[config.mk]
export PLATFORM = sky130hd
export DESIGN_NAME = sector_cache_score_replacement_flat
export DESIGN_NICKNAME = d
export VERILOG_FILES = /design/src/rtl/core/scs_pkg.sv /design/src/rtl/core/scs_item_if.sv /design/src/rtl/core/scs_result_if.sv /design/src/rtl/core/scs_div.sv /design/src/rtl/core/scs_scan.sv /design/src/rtl/core/sector_cache_score_replacement.sv /design/src/flat_wrapper.sv
export SDC_FILE = /design/constraint.sdc
export NUM_CORES = 2
export LEC_CHECK = 0
export BUFFER_PORTS_ARGS = -buffer_cell sky130_fd_sc_hd__buf_2
export CAP_MARGIN = 20
export CORE_MARGIN = 5
export CORE_UTILIZATION = 24
export CTS_CLUSTER_DIAMETER = 60
export DETAILED_ROUTE_END_ITERATION = 8
export GPL_TIMING_DRIVEN = 0
export RECOVER_POWER = 50
export SLEW_MARGIN = 10
export SYNTH_ARGS = -nofsm -noshare
export SYNTH_HDL_FRONTEND = slang
export SYNTH_SLANG_ARGS = --single-unit
[constraint.sdc]
create_clock -name i_clk -period 4.42 [get_ports i_clk]
set_input_delay 0.221 -clock i_clk [delete_from_list [all_inputs] [get_ports i_clk]]
set_output_delay 0.221 -clock i_clk [all_outputs]
set_load 0.005 [all_outputs]
[src/rtl/core/scs_pkg.sv]
// Shared types and constants for the sector cache score-replacement block.
package scs_pkg;

    // Field widths of the channels and the configuration port
    localparam int SECTOR_W  = 32;
    localparam int IDX_OUT_W = 5;
    localparam int CYL_W     = 16;
    localparam int HEAD_W    = 4;
    localparam int TSEC_W    = 8;
    localparam int GEO_W     = 8;
    localparam int PER_CYL_W = 2 * GEO_W;
    localparam int CFG_IDX_W = 1;

    // Score given to a freshly filled entry
    localparam int FILL_SCORE = 10;

    // Shared divider step counts
    localparam int STEP_W = 6;
    localparam logic [STEP_W-1:0] STEPS_CYL  = 6'd32;
    localparam logic [STEP_W-1:0] STEPS_HEAD = 6'd16;

    // Configuration register indexes
    localparam logic [CFG_IDX_W-1:0] CFG_HEADS = 1'b0;
    localparam logic [CFG_IDX_W-1:0] CFG_SPT   = 1'b1;

    // Request to the shared divider
    typedef struct packed {
        logic              start;
        logic [STEP_W-1:0] steps;
    } t_div_req;

    // Status of the tag scan
    typedef struct packed {
        logic done;
        logic hit;
    } t_scan_stat;

endpackage

[src/rtl/core/scs_item_if.sv]
// Input channel carrying one sector request per transfer.
interface scs_item_if;
    logic                          valid;
    logic                          ready;
    logic [scs_pkg::SECTOR_W-1:0]  sector_number;
    logic                          last_in_request;

    modport source (output valid, output sector_number, output last_in_request, input ready);
    modport sink   (input valid, input sector_number, input last_in_request, output ready);
endinterface

[src/rtl/core/scs_result_if.sv]
// Output channel carrying one lookup result per transfer.
interface scs_result_if;
    logic                           valid;
    logic                           ready;
    logic                           hit;
    logic [scs_pkg::IDX_OUT_W-1:0]  entry_index;
    logic [scs_pkg::CYL_W-1:0]      cylinder;
    logic [scs_pkg::HEAD_W-1:0]     head;
    logic [scs_pkg::TSEC_W-1:0]     track_sector;
    logic                           last_out;

    modport source (output valid, output hit, output entry_index, output cylinder,
                    output head, output track_sector, output last_out, input ready);
    modport sink   (input valid, input hit, input entry_index, input cylinder,
                    input head, input track_sector, input last_out, output ready);
endinterface

[src/rtl/core/scs_div.sv]
// Shared radix-2 restoring divider, one quotient bit per cycle.
module scs_div (
    input  logic                              i_clk,
    input  logic                              i_rst_n,
    input  scs_pkg::t_div_req                 i_req,
    input  logic [scs_pkg::SECTOR_W-1:0]      i_dividend,
    input  logic [scs_pkg::PER_CYL_W-1:0]     i_divisor,
    output logic                              o_done,
    output logic [scs_pkg::SECTOR_W-1:0]      o_quotient,
    output logic [scs_pkg::PER_CYL_W-1:0]     o_remainder
);

    localparam int DW = scs_pkg::PER_CYL_W;
    localparam int QW = scs_pkg::SECTOR_W;

    logic                        r_busy;
    logic                        r_done;
    logic [scs_pkg::STEP_W-1:0]  r_cnt;
    logic [QW-1:0]               r_quo;
    logic [DW-1:0]               r_rem;
    logic [DW-1:0]               r_div;

    logic [DW:0]                 shifted;
    logic [DW:0]                 diff;
    logic                        fits;

    assign shifted = {r_rem, r_quo[QW-1]};
    assign diff    = shifted - {1'b0, r_div};
    assign fits    = (shifted >= {1'b0, r_div});

    always_ff @(posedge i_clk) begin
        if (!i_rst_n) begin
            r_busy <= 1'b0;
            r_done <= 1'b0;
            r_cnt  <= '0;
        end else begin
            r_done <= 1'b0;
            if (i_req.start) begin
                r_busy <= 1'b1;
                r_cnt  <= i_req.steps;
            end else if (r_busy) begin
                r_cnt <= r_cnt - 1'b1;
                if (r_cnt == scs_pkg::STEP_W'(1)) begin
                    r_busy <= 1'b0;
                    r_done <= 1'b1;
                end
            end
        end
    end

    always_ff @(posedge i_clk) begin
        if (i_req.start) begin
            r_quo <= i_dividend;
            r_rem <= '0;
            r_div <= i_divisor;
        end else if (r_busy) begin
            // trial subtract, keep the difference when it fits
            if (fits) begin
                r_rem <= diff[DW-1:0];
                r_quo <= {r_quo[QW-2:0], 1'b1};
            end else begin
                r_rem <= shifted[DW-1:0];
                r_quo <= {r_quo[QW-2:0], 1'b0};
            end
        end
    end

    assign o_done      = r_done;
    assign o_quotient  = r_quo;
    assign o_remainder = r_rem;

endmodule

[src/rtl/core/scs_scan.sv]
// Tag and score store with a one-entry-per-cycle lookup scan and victim choice.
module scs_scan #(
    parameter int ENTRIES    = 32,
    parameter int SCORE_BITS = 16,
    parameter int IDX_W      = (ENTRIES > 1) ? $clog2(ENTRIES) : 1
) (
    input  logic                          i_clk,
    input  logic                          i_rst_n,
    input  logic                          i_start,
    input  logic [scs_pkg::SECTOR_W-1:0]  i_key,
    output scs_pkg::t_scan_stat           o_stat,
    output logic [IDX_W-1:0]              o_index
);

    localparam int CNT_W = $clog2(ENTRIES + 1);
    localparam logic [SCORE_BITS-1:0] SCORE_MAX  = {SCORE_BITS{1'b1}};
    localparam logic [SCORE_BITS-1:0] SCORE_FILL = SCORE_BITS'(scs_pkg::FILL_SCORE);

    typedef enum logic [2:0] {
        SC_IDLE = 3'b001,
        SC_RUN  = 3'b010,
        SC_FILL = 3'b100
    } t_scan_state;

    t_scan_state r_state;

    logic [scs_pkg::SECTOR_W-1:0] r_tag_mem   [ENTRIES];
    logic [SCORE_BITS-1:0]        r_score_mem [ENTRIES];
    logic [ENTRIES-1:0]           r_valid;

    logic [CNT_W-1:0]             r_rd_cnt;
    logic                         r_pipe_v;
    logic [IDX_W-1:0]             r_pipe_idx;
    logic [scs_pkg::SECTOR_W-1:0] r_tag_q;
    logic [SCORE_BITS-1:0]        r_score_q;
    logic                         r_valid_q;
    logic [scs_pkg::SECTOR_W-1:0] r_key;

    logic                         r_hit;
    logic [IDX_W-1:0]             r_hit_idx;
    logic                         r_inv_found;
    logic [IDX_W-1:0]             r_inv_idx;
    logic                         r_min_set;
    logic [SCORE_BITS-1:0]        r_min;
    logic [IDX_W-1:0]             r_min_idx;
    logic                         r_done;
    logic [IDX_W-1:0]             r_out_idx;

    logic [IDX_W-1:0]             rd_addr;
    logic                         rd_more;
    logic                         tag_eq;
    logic                         match;
    logic [SCORE_BITS-1:0]        n_score;
    logic [IDX_W-1:0]             victim;
    logic                         scan_end;
    logic                         score_we;
    logic [IDX_W-1:0]             score_waddr;
    logic [SCORE_BITS-1:0]        score_wdata;
    logic                         fill_we;

    assign rd_addr  = r_rd_cnt[IDX_W-1:0];
    assign rd_more  = (r_rd_cnt != CNT_W'(ENTRIES));
    assign tag_eq   = (r_tag_q == r_key);
    assign match    = r_pipe_v && r_valid_q && tag_eq;
    assign victim   = r_inv_found ? r_inv_idx : r_min_idx;
    assign scan_end = (r_state == SC_RUN) && !r_pipe_v && !rd_more;
    assign fill_we  = (r_state == SC_FILL) && !r_hit;

    // Score update: raise on a match, lower other valid entries
    always_comb begin
        n_score = r_score_q;
        if (r_valid_q) begin
            if (tag_eq) begin
                if (r_score_q != SCORE_MAX) begin
                    n_score = r_score_q + 1'b1;
                end
            end else if (r_score_q != '0) begin
                n_score = r_score_q - 1'b1;
            end
        end
    end

    always_comb begin
        score_we    = 1'b0;
        score_waddr = r_pipe_idx;
        score_wdata = n_score;
        if (fill_we) begin
            score_we    = 1'b1;
            score_waddr = victim;
            score_wdata = SCORE_FILL;
        end else if ((r_state == SC_RUN) && r_pipe_v) begin
            score_we = 1'b1;
        end
    end

    always_ff @(posedge i_clk) begin
        if (fill_we) begin
            r_tag_mem[victim] <= r_key;
        end
        if (score_we) begin
            r_score_mem[score_waddr] <= score_wdata;
        end
        r_tag_q   <= r_tag_mem[rd_addr];
        r_score_q <= r_score_mem[rd_addr];
    end

    always_ff @(posedge i_clk) begin
        if (!i_rst_n) begin
            r_state     <= SC_IDLE;
            r_valid     <= '0;
            r_pipe_v    <= 1'b0;
            r_done      <= 1'b0;
            r_hit       <= 1'b0;
            r_inv_found <= 1'b0;
            r_min_set   <= 1'b0;
            r_rd_cnt    <= '0;
        end else begin
            r_done <= 1'b0;
            case (r_state)
                SC_IDLE: begin
                    if (i_start) begin
                        r_state     <= SC_RUN;
                        r_rd_cnt    <= '0;
                        r_pipe_v    <= 1'b0;
                        r_hit       <= 1'b0;
                        r_inv_found <= 1'b0;
                        r_min_set   <= 1'b0;
                    end
                end
                SC_RUN: begin
                    if (rd_more) begin
                        r_rd_cnt <= r_rd_cnt + 1'b1;
                        r_pipe_v <= 1'b1;
                    end else begin
                        r_pipe_v <= 1'b0;
                    end
                    if (match) begin
                        r_hit <= 1'b1;
                    end
                    if (r_pipe_v && !r_valid_q) begin
                        r_inv_found <= 1'b1;
                    end
                    if (r_pipe_v && r_valid_q) begin
                        r_min_set <= 1'b1;
                    end
                    if (scan_end) begin
                        r_state <= SC_FILL;
                    end
                end
                SC_FILL: begin
                    if (!r_hit) begin
                        r_valid[victim] <= 1'b1;
                    end
                    r_done  <= 1'b1;
                    r_state <= SC_IDLE;
                end
                default: begin
                    r_state <= SC_IDLE;
                end
            endcase
        end
    end

    always_ff @(posedge i_clk) begin
        if ((r_state == SC_IDLE) && i_start) begin
            r_key <= i_key;
        end
        r_pipe_idx <= rd_addr;
        r_valid_q  <= r_valid[rd_addr];
        if (match) begin
            r_hit_idx <= r_pipe_idx;
        end
        if (r_pipe_v && !r_valid_q && !r_inv_found) begin
            r_inv_idx <= r_pipe_idx;
        end
        // strict compare keeps the lowest index on ties
        if (r_pipe_v && r_valid_q && (!r_min_set || (n_score < r_min))) begin
            r_min     <= n_score;
            r_min_idx <= r_pipe_idx;
        end
        if (r_state == SC_FILL) begin
            r_out_idx <= r_hit ? r_hit_idx : victim;
        end
    end

    assign o_stat.done = r_done;
    assign o_stat.hit  = r_hit;
    assign o_index     = r_out_idx;

endmodule

[src/rtl/core/sector_cache_score_replacement.sv]
// Top level of the sector cache score-replacement block.
//
// Use: each transfer on i_item carries one linear sector number and an
// end-of-request flag. The block looks the sector up in a fully associative
// tag store of ENTRIES entries, ages the scores, refills a victim on a miss
// and returns one transfer on o_result: hit, entry index and, on a miss,
// cylinder, head and one-based track sector from the geometry registers.
// Geometry is set through i_cfg_we / i_cfg_index / i_cfg_data; the user must
// write it only while idle (the block does not enforce this). Either value at
// zero forces the translated fields to zero. The tag scan walks one entry per
// cycle while the shared divider runs 32 steps for the cylinder and 16 for
// the head; the result is loaded once both are done. i_item.ready is high
// only while the sequencer is idle, one item in flight at a time.
// Reset invalidates every entry at once through the valid flops and clears
// the geometry registers; there is no clearing pass.
// A stalled receiver holds the result in the output register; the next item
// is still taken, and its result waits until the register frees.
module sector_cache_score_replacement #(
    parameter int ENTRIES    = 32,
    parameter int SCORE_BITS = 16
) (
    input  logic                              i_clk,
    input  logic                              i_rst_n,
    scs_item_if.sink                          i_item,
    scs_result_if.source                      o_result,
    input  logic                              i_cfg_we,
    input  logic [scs_pkg::CFG_IDX_W-1:0]     i_cfg_index,
    input  logic [scs_pkg::GEO_W-1:0]         i_cfg_data
);

    localparam int IDX_W = (ENTRIES > 1) ? $clog2(ENTRIES) : 1;
    localparam int PAD_W = IDX_W + scs_pkg::IDX_OUT_W;

    typedef enum logic [3:0] {
        ST_IDLE     = 4'b0001,
        ST_DIV_CYL  = 4'b0010,
        ST_DIV_HEAD = 4'b0100,
        ST_FINISH   = 4'b1000
    } t_top_state;

    t_top_state r_state;

    logic [scs_pkg::GEO_W-1:0]     r_heads;
    logic [scs_pkg::GEO_W-1:0]     r_spt;
    logic                          r_geo_ok;
    logic                          r_last;
    logic                          r_scan_done;
    logic [scs_pkg::CYL_W-1:0]     r_cyl;
    logic [scs_pkg::HEAD_W-1:0]    r_head;
    logic [scs_pkg::TSEC_W-1:0]    r_tsec;

    logic                          r_out_valid;
    logic                          r_out_hit;
    logic [scs_pkg::IDX_OUT_W-1:0] r_out_idx;
    logic [scs_pkg::CYL_W-1:0]     r_out_cyl;
    logic [scs_pkg::HEAD_W-1:0]    r_out_head;
    logic [scs_pkg::TSEC_W-1:0]    r_out_tsec;
    logic                          r_out_last;

    logic                          accept;
    logic                          load_out;
    logic                          xlate;
    logic [scs_pkg::PER_CYL_W-1:0] per_cyl;
    logic [PAD_W-1:0]              idx_ext;

    scs_pkg::t_div_req             div_req;
    logic [scs_pkg::SECTOR_W-1:0]  div_dividend;
    logic [scs_pkg::PER_CYL_W-1:0] div_divisor;
    logic                          div_done;
    logic [scs_pkg::SECTOR_W-1:0]  div_quo;
    logic [scs_pkg::PER_CYL_W-1:0] div_rem;

    scs_pkg::t_scan_stat           scan_stat;
    logic [IDX_W-1:0]              scan_idx;

    assign accept   = i_item.valid && (r_state == ST_IDLE);
    assign load_out = (r_state == ST_FINISH) && r_scan_done
                      && (!r_out_valid || o_result.ready);
    assign per_cyl  = scs_pkg::PER_CYL_W'(r_heads) * scs_pkg::PER_CYL_W'(r_spt);
    assign xlate    = r_geo_ok && !scan_stat.hit;
    assign idx_ext  = PAD_W'(scan_idx);

    // Divider sequencing: cylinder first, then head from the remainder
    always_comb begin
        div_req.start = accept || ((r_state == ST_DIV_CYL) && div_done);
        if (r_state == ST_IDLE) begin
            div_req.steps = scs_pkg::STEPS_CYL;
            div_dividend  = i_item.sector_number;
            div_divisor   = per_cyl;
        end else begin
            // left-align the remainder so that 16 steps cover it
            div_req.steps = scs_pkg::STEPS_HEAD;
            div_dividend  = {div_rem, {(scs_pkg::SECTOR_W - scs_pkg::PER_CYL_W){1'b0}}};
            div_divisor   = scs_pkg::PER_CYL_W'(r_spt);
        end
    end

    scs_div u_div (
        .i_clk       (i_clk),
        .i_rst_n     (i_rst_n),
        .i_req       (div_req),
        .i_dividend  (div_dividend),
        .i_divisor   (div_divisor),
        .o_done      (div_done),
        .o_quotient  (div_quo),
        .o_remainder (div_rem)
    );

    scs_scan #(
        .ENTRIES    (ENTRIES),
        .SCORE_BITS (SCORE_BITS),
        .IDX_W      (IDX_W)
    ) u_scan (
        .i_clk   (i_clk),
        .i_rst_n (i_rst_n),
        .i_start (accept),
        .i_key   (i_item.sector_number),
        .o_stat  (scan_stat),
        .o_index (scan_idx)
    );

    // Geometry registers
    always_ff @(posedge i_clk) begin
        if (!i_rst_n) begin
            r_heads <= '0;
            r_spt   <= '0;
        end else if (i_cfg_we) begin
            case (i_cfg_index)
                scs_pkg::CFG_HEADS: r_heads <= i_cfg_data;
                scs_pkg::CFG_SPT:   r_spt   <= i_cfg_data;
                default: begin
                end
            endcase
        end
    end

    // Sequencer and output register control
    always_ff @(posedge i_clk) begin
        if (!i_rst_n) begin
            r_state     <= ST_IDLE;
            r_scan_done <= 1'b0;
            r_out_valid <= 1'b0;
        end else begin
            if (accept) begin
                r_scan_done <= 1'b0;
            end else if (scan_stat.done) begin
                r_scan_done <= 1'b1;
            end

            if (load_out) begin
                r_out_valid <= 1'b1;
            end else if (o_result.ready) begin
                r_out_valid <= 1'b0;
            end

            case (r_state)
                ST_IDLE: begin
                    if (accept) begin
                        r_state <= ST_DIV_CYL;
                    end
                end
                ST_DIV_CYL: begin
                    if (div_done) begin
                        r_state <= ST_DIV_HEAD;
                    end
                end
                ST_DIV_HEAD: begin
                    if (div_done) begin
                        r_state <= ST_FINISH;
                    end
                end
                ST_FINISH: begin
                    if (load_out) begin
                        r_state <= ST_IDLE;
                    end
                end
                default: begin
                    r_state <= ST_IDLE;
                end
            endcase
        end
    end

    // Payload: hold translation results and the output transfer
    always_ff @(posedge i_clk) begin
        if (accept) begin
            r_last   <= i_item.last_in_request;
            r_geo_ok <= (r_heads != '0) && (r_spt != '0);
        end
        if ((r_state == ST_DIV_CYL) && div_done) begin
            r_cyl <= div_quo[scs_pkg::CYL_W-1:0];
        end
        if ((r_state == ST_DIV_HEAD) && div_done) begin
            r_head <= div_quo[scs_pkg::HEAD_W-1:0];
            r_tsec <= div_rem[scs_pkg::TSEC_W-1:0] + 1'b1;
        end
        if (load_out) begin
            r_out_hit  <= scan_stat.hit;
            r_out_idx  <= idx_ext[scs_pkg::IDX_OUT_W-1:0];
            r_out_cyl  <= xlate ? r_cyl  : '0;
            r_out_head <= xlate ? r_head : '0;
            r_out_tsec <= xlate ? r_tsec : '0;
            r_out_last <= r_last;
        end
    end

    assign i_item.ready          = (r_state == ST_IDLE);
    assign o_result.valid        = r_out_valid;
    assign o_result.hit          = r_out_hit;
    assign o_result.entry_index  = r_out_idx;
    assign o_result.cylinder     = r_out_cyl;
    assign o_result.head         = r_out_head;
    assign o_result.track_sector = r_out_tsec;
    assign o_result.last_out     = r_out_last;

endmodule

[src/flat_wrapper.sv]
// flat-port wrapper written by rule: the top's interface ports become plain ports
module sector_cache_score_replacement_flat 
#(
    parameter int ENTRIES    = 32,
    parameter int SCORE_BITS = 16
)
  (i_clk, i_rst_n, i_cfg_we, i_cfg_index, i_cfg_data, i_item_valid, i_item_sector_number, i_item_last_in_request, i_item_ready, o_result_valid, o_result_hit, o_result_entry_index, o_result_cylinder, o_result_head, o_result_track_sector, o_result_last_out, o_result_ready);
  scs_item_if i_item_i ();
  scs_result_if o_result_i ();
  input  logic i_clk;
  input  logic i_rst_n;
  input  logic i_cfg_we;
  input  logic [scs_pkg::CFG_IDX_W-1:0] i_cfg_index;
  input  logic [scs_pkg::GEO_W-1:0] i_cfg_data;
  input wire logic [$bits(i_item_i.valid)-1:0] i_item_valid;
  input wire logic [$bits(i_item_i.sector_number)-1:0] i_item_sector_number;
  input wire logic [$bits(i_item_i.last_in_request)-1:0] i_item_last_in_request;
  output wire logic [$bits(i_item_i.ready)-1:0] i_item_ready;
  output wire logic [$bits(o_result_i.valid)-1:0] o_result_valid;
  output wire logic [$bits(o_result_i.hit)-1:0] o_result_hit;
  output wire logic [$bits(o_result_i.entry_index)-1:0] o_result_entry_index;
  output wire logic [$bits(o_result_i.cylinder)-1:0] o_result_cylinder;
  output wire logic [$bits(o_result_i.head)-1:0] o_result_head;
  output wire logic [$bits(o_result_i.track_sector)-1:0] o_result_track_sector;
  output wire logic [$bits(o_result_i.last_out)-1:0] o_result_last_out;
  input wire logic [$bits(o_result_i.ready)-1:0] o_result_ready;
  assign i_item_i.valid = i_item_valid;
  assign i_item_i.sector_number = i_item_sector_number;
  assign i_item_i.last_in_request = i_item_last_in_request;
  assign i_item_ready = i_item_i.ready;
  assign o_result_valid = o_result_i.valid;
  assign o_result_hit = o_result_i.hit;
  assign o_result_entry_index = o_result_i.entry_index;
  assign o_result_cylinder = o_result_i.cylinder;
  assign o_result_head = o_result_i.head;
  assign o_result_track_sector = o_result_i.track_sector;
  assign o_result_last_out = o_result_i.last_out;
  assign o_result_i.ready = o_result_ready;
  sector_cache_score_replacement #(.ENTRIES(ENTRIES), .SCORE_BITS(SCORE_BITS)) u_core (.i_clk(i_clk), .i_rst_n(i_rst_n), .i_item(i_item_i), .o_result(o_result_i), .i_cfg_we(i_cfg_we), .i_cfg_index(i_cfg_index), .i_cfg_data(i_cfg_data));
endmodule
Yosys cells after proc, flatten, opt, wreduce, memory -nomap -nowiden:

Memories as Yosys holds them, arrays and structs flattened. A register that Yosys moved wholly into a read port is not among the register bits.
Index checks and enable logic that the tools add are counted.

* bits in registers: 279
* bits in writable memories: 1536
* bits of input ports: 47
* output and inout port bits: 37
* word-level logic and storage cells: 179
* memories: 2

Memories
* u_core.u_scan.r_tag_mem: words 32, width 32, rd ports 1, clocked after memory_dff 1, wr ports 1, RTL line scs_scan.sv:27 `logic [scs_pkg::SECTOR_W-1:0] r_tag_mem [ENTRIES];`
* u_core.u_scan.r_score_mem: words 32, width 16, rd ports 1, clocked after memory_dff 1, wr ports 1, RTL line scs_scan.sv:28 `logic [SCORE_BITS-1:0] r_score_mem [ENTRIES];`

* eq/ne operators: 21
* $add $sub $neg: 6
* bitwise gates (word level): 5
* mux-type cells: 54
* reduce and logical (&&, ||, !) cells: 46
* $lt $le $gt $ge: 5
* $mul: 1

Operators by type and width (number)
* $mux 16: 6
* $mux 32: 3
* $eq 32x32->1: 1
* $or 32x32->32: 1
* $mux 6: 5
* $mux 1: 21
* $logic_and 1x1->1: 18
* $ge 17x16->1: 1
* $add 16x1->16 const B: 1
* $lt 16x16->1: 1
* $mul 8x8->16: 1
* $mux 4: 4
* $ne 16x16->1 const B: 1
* $pmux 4 s4: 1
* $reduce_bool 16->1: 1
* $reduce_bool 8->1: 2
* $sub 16x1->16 const B: 1
* $sub 16x16->16: 1
* $mux 5: 3
* $lt 5x6->1 const B: 2
* $ne 2x2->1 const B: 6
* $pmux 6 s2: 1
* $reduce_and 3->1: 4
* $reduce_and 2->1: 5
* 27 further kinds: 47

Depth between registers and ports, before layout:

* depth in word-level cells: 7
* depth in mapped cells: 18
* gate-level depth less buffers: 17

Hierarchy:

Synthesis repeated with hierarchy kept, for this count alone.

* cells, all modules: 3769
* area total of the unflattened synthesis: 74856.8 um^2

Modules (own cells, without submodules)
* scs_scan: area an instance 65132.5 um^2, cells each 2840, times used 1, seq. area each 50168.1 um^2
* sector_cache_score_replacement: area an instance 5835.6 um^2, cells each 582, times used 1, seq. area each 2392.3 um^2
* scs_div: area an instance 3888.7 um^2, cells each 347, times used 1, seq. area each 1921.8 um^2

Least setup slack after synthesis:

OpenSTA, ideal clock, no wires.

* path kind: register to register
* start point: register u_core.u_scan.r_score_q[7] (read register of u_core.u_scan.r_score_mem)
* end point: register u_core.u_scan.r_min[0] (enable)
* path buffers: 1
* required time: 4.042 ns
* stages on the path, launching flop included: 18
* data arrival time: 4.145 ns
* setup slack: -0.103 ns
* clock period less this slack: 4.523 ns
* setup time: 0.378 ns
* cells stage by stage: dfxtp_1 buf_6 or4_4 or4_4 or4_4 nor2_8 nor4_1 o2bb2ai_1 xor2_1 ha_1 a21o_1 a21o_1 a21oi_1 nor2_1 a211oi_1 o21ai_0 a211o_1 nand2_1

* cells in the longest elaborated chain, start to end: 7
* elaborated cells on any way between the ends: 11
* those cells by class: 2 x add/sub; 1 x order compare; 1 x eq/ne; 4 x mux; 3 x reduce/logical

Ends and longest elaborated chain
* start: declaration: RTL line scs_scan.sv:35 `logic [SCORE_BITS-1:0] r_score_q;`
* $sub 16x1->16, or another cell as far along: RTL line scs_scan.sv:78 `n_score = r_score_q - 1'b1;`
* $mux 16 (on tied branches): RTL line scs_scan.sv:77, scs_scan.sv:74
* $mux 16 (*): RTL line scs_scan.sv:73 `if (tag_eq) begin`
* $mux 16 (*): RTL line scs_scan.sv:72 `if (r_valid_q) begin`
* net u_core.u_scan.n_score[9]: RTL line scs_scan.sv:53 `logic [SCORE_BITS-1:0] n_score;`
* $lt 16x16->1 (*): RTL line scs_scan.sv:177 `if (r_pipe_v && r_valid_q && (!r_min_set || (n_score < r_min))) begin`
* $logic_or 1x1->1 (*): RTL line scs_scan.sv:177
* $logic_and 1x1->1 (*): RTL line scs_scan.sv:177
* end signal: assignment: RTL line scs_scan.sv:178 `r_min <= n_score;`
* end: declaration: RTL line scs_scan.sv:44 `logic [SCORE_BITS-1:0] r_min;`

Mark *: on every way through the listed nets, which the timed path passes. The rest lies on a longest branch.
A chain may end at the register's enable or synchronous reset.

Worst setup path in the final report:

* start point: register u_core.u_scan.r_key[7] (netlist name)
* end point: register u_core.u_scan.r_min[6] (enable)

* cells in the longest elaborated chain, start to end: 6

Ends and longest elaborated chain
* start: declaration: RTL line scs_scan.sv:37 `logic [scs_pkg::SECTOR_W-1:0] r_key;`
* start signal: assignment: RTL line scs_scan.sv:166 `r_key <= i_key;`
* $eq 32x32->1: RTL line scs_scan.sv:63 `assign tag_eq = (r_tag_q == r_key);`
* $mux 16: RTL line scs_scan.sv:73
* $mux 16: RTL line scs_scan.sv:72
* net u_core.u_scan.n_score[9]: RTL line scs_scan.sv:53
* $lt 16x16->1: RTL line scs_scan.sv:177
* $logic_or 1x1->1: RTL line scs_scan.sv:177
* $logic_and 1x1->1: RTL line scs_scan.sv:177

The timed path passes the listed nets, and every way through them passes these cells.

==> results by group <==
Route
  • WL per Instance: 22.81 um
  • Antenna Nets Post-Route: 0
  • First-pass detailed-route iteration total: 5
  • Post-Route WL: 192700 um
  • Vias: 37960
  • Initial DRC count: 3987
  • Vias per std cell: 4.494
  • DRC violations left: 0

STA
  • Fin crit share: 104.0%
  • RSZ-0062 raised after global routing: yes
  • Setup violators final: 21
  • Peak Freq: 217.6 MHz
  • Slew at the pin closest to its max-slew limit: 1.161 ns
  • TNS Setup: -3.212 ns
  • Tmin final: 4.595 ns
  • Post-layout worst setup margin: -0.1754 ns
  • Clock skew: 0.05102 ns
  • Hold Vio Cnt, Final: 0
  • Max-slew headroom: 22.58%
  • Pins Over Slew Limit: 0

Setup path
  • Critical path, cell by cell: xor2_1, nor4_2, nand4_1, buf_6, nor2_4, buf_8, nand4_1, o2bb2ai_2, xor2_2, ha_1, a21o_1, a21o_1, a21oi_2, nor2_2, a211oi_2, o21ai_2, a211o_4, nand2_8
  • Worst path slowest cell: edfxtp_1
  • Kind of critical path: register to register
  • CP max stage delay: 0.54 ns
  • CP Max Fanout: 5
  • Worst EP arrival: 5.12 ns
  • Crit path launch type: register
  • Worst r2r path cells: 18
  • Crit path required time: 4.95 ns
  • Critical Path Sink Type: register

Synth
  • Area contributors post-synth: edfxtp_1 70%, mux4_2 15%, dfxtp_1 3.9%
  • Post-synth top flop: edfxtp_1
  • Synth unique cells: 68
  • Seq/Total Area, Yosys: 73.50%
  • Syn_nets: 3824
  • Cells after synthesis: 3666
  • Asr flop ratio synth: 0%
  • EDFF count, synth: 1717
  • Post-Synthesis Mean Instance Area: 20.22 sq um
  • YS warnings: 0
  • Yosys reg bits: 1863
  • Mapped Area: 74120 sq um
  • Share of the synthesized area in the top cell type: 69.56%
  • Synth area leader: edfxtp_1

Final layout
  • Nets: 4318
  • Reg area: 54520 sq um
  • Multi-input combinational cell area: 19250 sq um
  • Final Instance Area: 88950 sq um
  • Synth-to-layout area growth: 19.99%
  • Layout fillers: 30340
  • Layout cell share with drive strength beyond 1: 26.91%

CTS
  • Root buf cell: clkbuf_16
  • Clk_lat worst skew: 0.83 ns
  • CTS Buf Count: 182
  • CTS H-tree depth: 4
  • Clock sink total: 1863
  • Clk slew on worst S/H paths: 0.06 ns
  • Max Buffers Root-to-Sink: 3
  • CTS tree: built

Power
  • Leak pwr: 0.02742 uW
  • Maximum vdd drop: 326.9 uV
  • Switching pwr: 8047 uW
  • Logic pwr share: 4.8%
  • Power Dens Cells: 410.7 nW/um^2
  • Clock power frac: 41.2%
  • Net Sw Frac: 22.03%
  • Cell Int Power: 28490 uW
  • Seq pwr share: 54.0%

Run status
  • Violated checks: setup timing
  • Status: finished with violations

Die
  • Core area: 308300 sq um
  • Die footprint: 320100 sq um
  • Die Y: 565.7 um
  • Io pins: 84
  • Die Width: 565.7 um
  • Initial Util: 24.04%
  • Core Rows: 204

Global routing
  • Gr usage total: 11.83%
  • GR Overflow Total: 0
  • First-pass GRT wire length: 275600 um
  • Largest net degree at the start of global routing: 33
  • Vias in the first global route: 38750
  • Antenna violations before repair: 17

Worst hold path
  • Worst Hold Depth: 2
  • Min-Delay Path Class: input port to register

Run
  • Max cap viols: 0

Placed design
  • Count of buffers from port buffering: 80
  • Post-DP HPWL: 130900 um
  • DP Area: 81620 sq um
  • Routability Congestion: 0.8231
## cells in the mapped netlist (5+ instances only)
master,count
o21ai_0,42
a31o_2,5
nor4b_1,6
o21a_1,41
nand2_1,115
xnor2_1,27
mux4_2,490
inv_1,109
xor2_1,49
and2_1,103
a22o_1,16
and3_1,8
edfxtp_1,1717
dfxtp_1,146
a31oi_1,7
ha_1,74
nor4_1,18
a21o_1,15
clkbuf_1,120
mux2_2,57
or3_1,8
nand4_1,17
nor3b_1,8
a21boi_0,12
buf_1,49
nor3_1,17
a211oi_1,10
a21oi_1,56
nor2_1,126
nor2b_1,21
mux2i_1,27
fa_1,37
a22oi_1,18
nand3_1,28
nand2b_1,6
## what timing repair did
action	in CTS	in global routing
endpoints found under the hold margin	92	0
gates cloned	3	0
gates resized for setup	40	32
buffers inserted	78	8
endpoints found under the setup margin	546	26
hold buffers	51	0
pin swaps	20	26
## cells in the final DEF (no fill, tap or decap), drive strengths merged, types with 57 or more instances in the layout
| cell type | synthesis | routed |
|---|---|---|
| edfxtp | 1717 | 1717 |
| nand2 | 115 | 118 |
| buf | 53 | 253 |
| clkbuf | 120 | 406 |
| ha | 74 | 74 |
| mux2 | 57 | 57 |
| inv | 109 | 121 |
| clkinv | 1 | 81 |
| nor2 | 127 | 127 |
| and2 | 103 | 103 |
| dfxtp | 146 | 146 |
| mux4 | 490 | 490 |
## metrics by stage
step	cells	util (%)	worst slack, ns	hold WS, ns	total power [uW]
after global routing	8437	28.84	-0.2918	0.1028	37740
after CTS	8417	28.78	-0.2506	0.04371	36840
after detailed placement	7954	26.47	-2.468	0.3497	21690
after global placement	7866	25.84	-2.511	0.3378	21620
final	8447	28.85	-0.1754	0.1115	36530
after floorplan	3666	-	0.09549	0.3199	21070
## registers in the layout (all words and copies together) (netlist names), 16 cells and up
register and count:
u_core.u_scan.r_score_mem 512, u_core.u_scan.r_tag_q 32, u_core.u_scan.r_tag_mem 1024, u_core.u_scan.r_valid 32, u_core.u_scan.r_key 32, u_core.u_div.o_remainder 16, u_core.u_div.o_quotient 32, u_core.u_scan.r_score_q 16
u_core.r_cyl 16, u_core.u_scan.r_min 16, u_core.o_result.cylinder 16, u_core.u_div.r_div 16
## path summary, 6_finish.rpt
check	from	end	slack [ns]
setup / recovery	u_core.u_scan.r_key[7]	u_core.u_scan.r_min[6]	-0.18
hold / removal	i_item_last_in_request	u_core.r_last	0.11
setup reg to reg	u_core.u_scan.r_key[7]	u_core.u_scan.r_min[6]	-0.18
hold reg to reg	u_core.u_scan.r_rd_cnt[4]	u_core.u_scan.r_pipe_idx[4]	0.36
## layer usage
layer	vias to the layer above	share of wire [%]	global-route usage, %
li1	15910	-	-
met1	20290	41	15.90
met4	0	2.3	3.320
met5	-	0	0
met2	1524	48	19.45
met3	238	8.0	2.411
## cell type report
type                            count  share of cell area (%)
Sequential cell                  1863                   61.29
Timing Repair Buffer              318                   3.527
Multi-Input combinational cell   1523                   21.64
Tap cell                         4120                   5.796
Buffer                            162                  0.7188
Antenna cell                       12                 0.03376
Clock buffer                      230                   5.379
Inverter                          110                  0.4642
Clock inverter                    109                   1.144
## cells by family after synthesis
logic type | after synthesis | synth area share [%]
XOR/XNOR | 76 | 0.8980
adder cells (fa/ha/maj) | 111 | 2.248
buffers and inverters | 283 | 1.448
AO/OA/AOI/OAI | 255 | 2.296
flip-flops | 1863 | 73.50
AND/OR/NAND/NOR | 504 | 3.491
multiplexers | 574 | 16.12
## worst max-delay path, delay by kind of cell (launching register included)
family	cells	cell delay (ns)
AO/OA/AOI/OAI	7	1.54
AND/OR/NAND/NOR	6	1.10
flip-flops	1	0.54
XOR/XNOR	2	0.48
buffers and inverters	2	0.31
adder cells (fa/ha/maj)	1	0.30
## power by group through the flow
stage	clock [uW]	sequential (uW)	combinational [uW]
after floorplan	0	20100	987
after global placement	0	20200	1380
after detailed placement	0	20300	1430
after CTS	15300	19700	1780
after global routing	16100	19700	1930
final	15100	19700	1760
No activity file was read; power rests on OpenSTA's default activity.
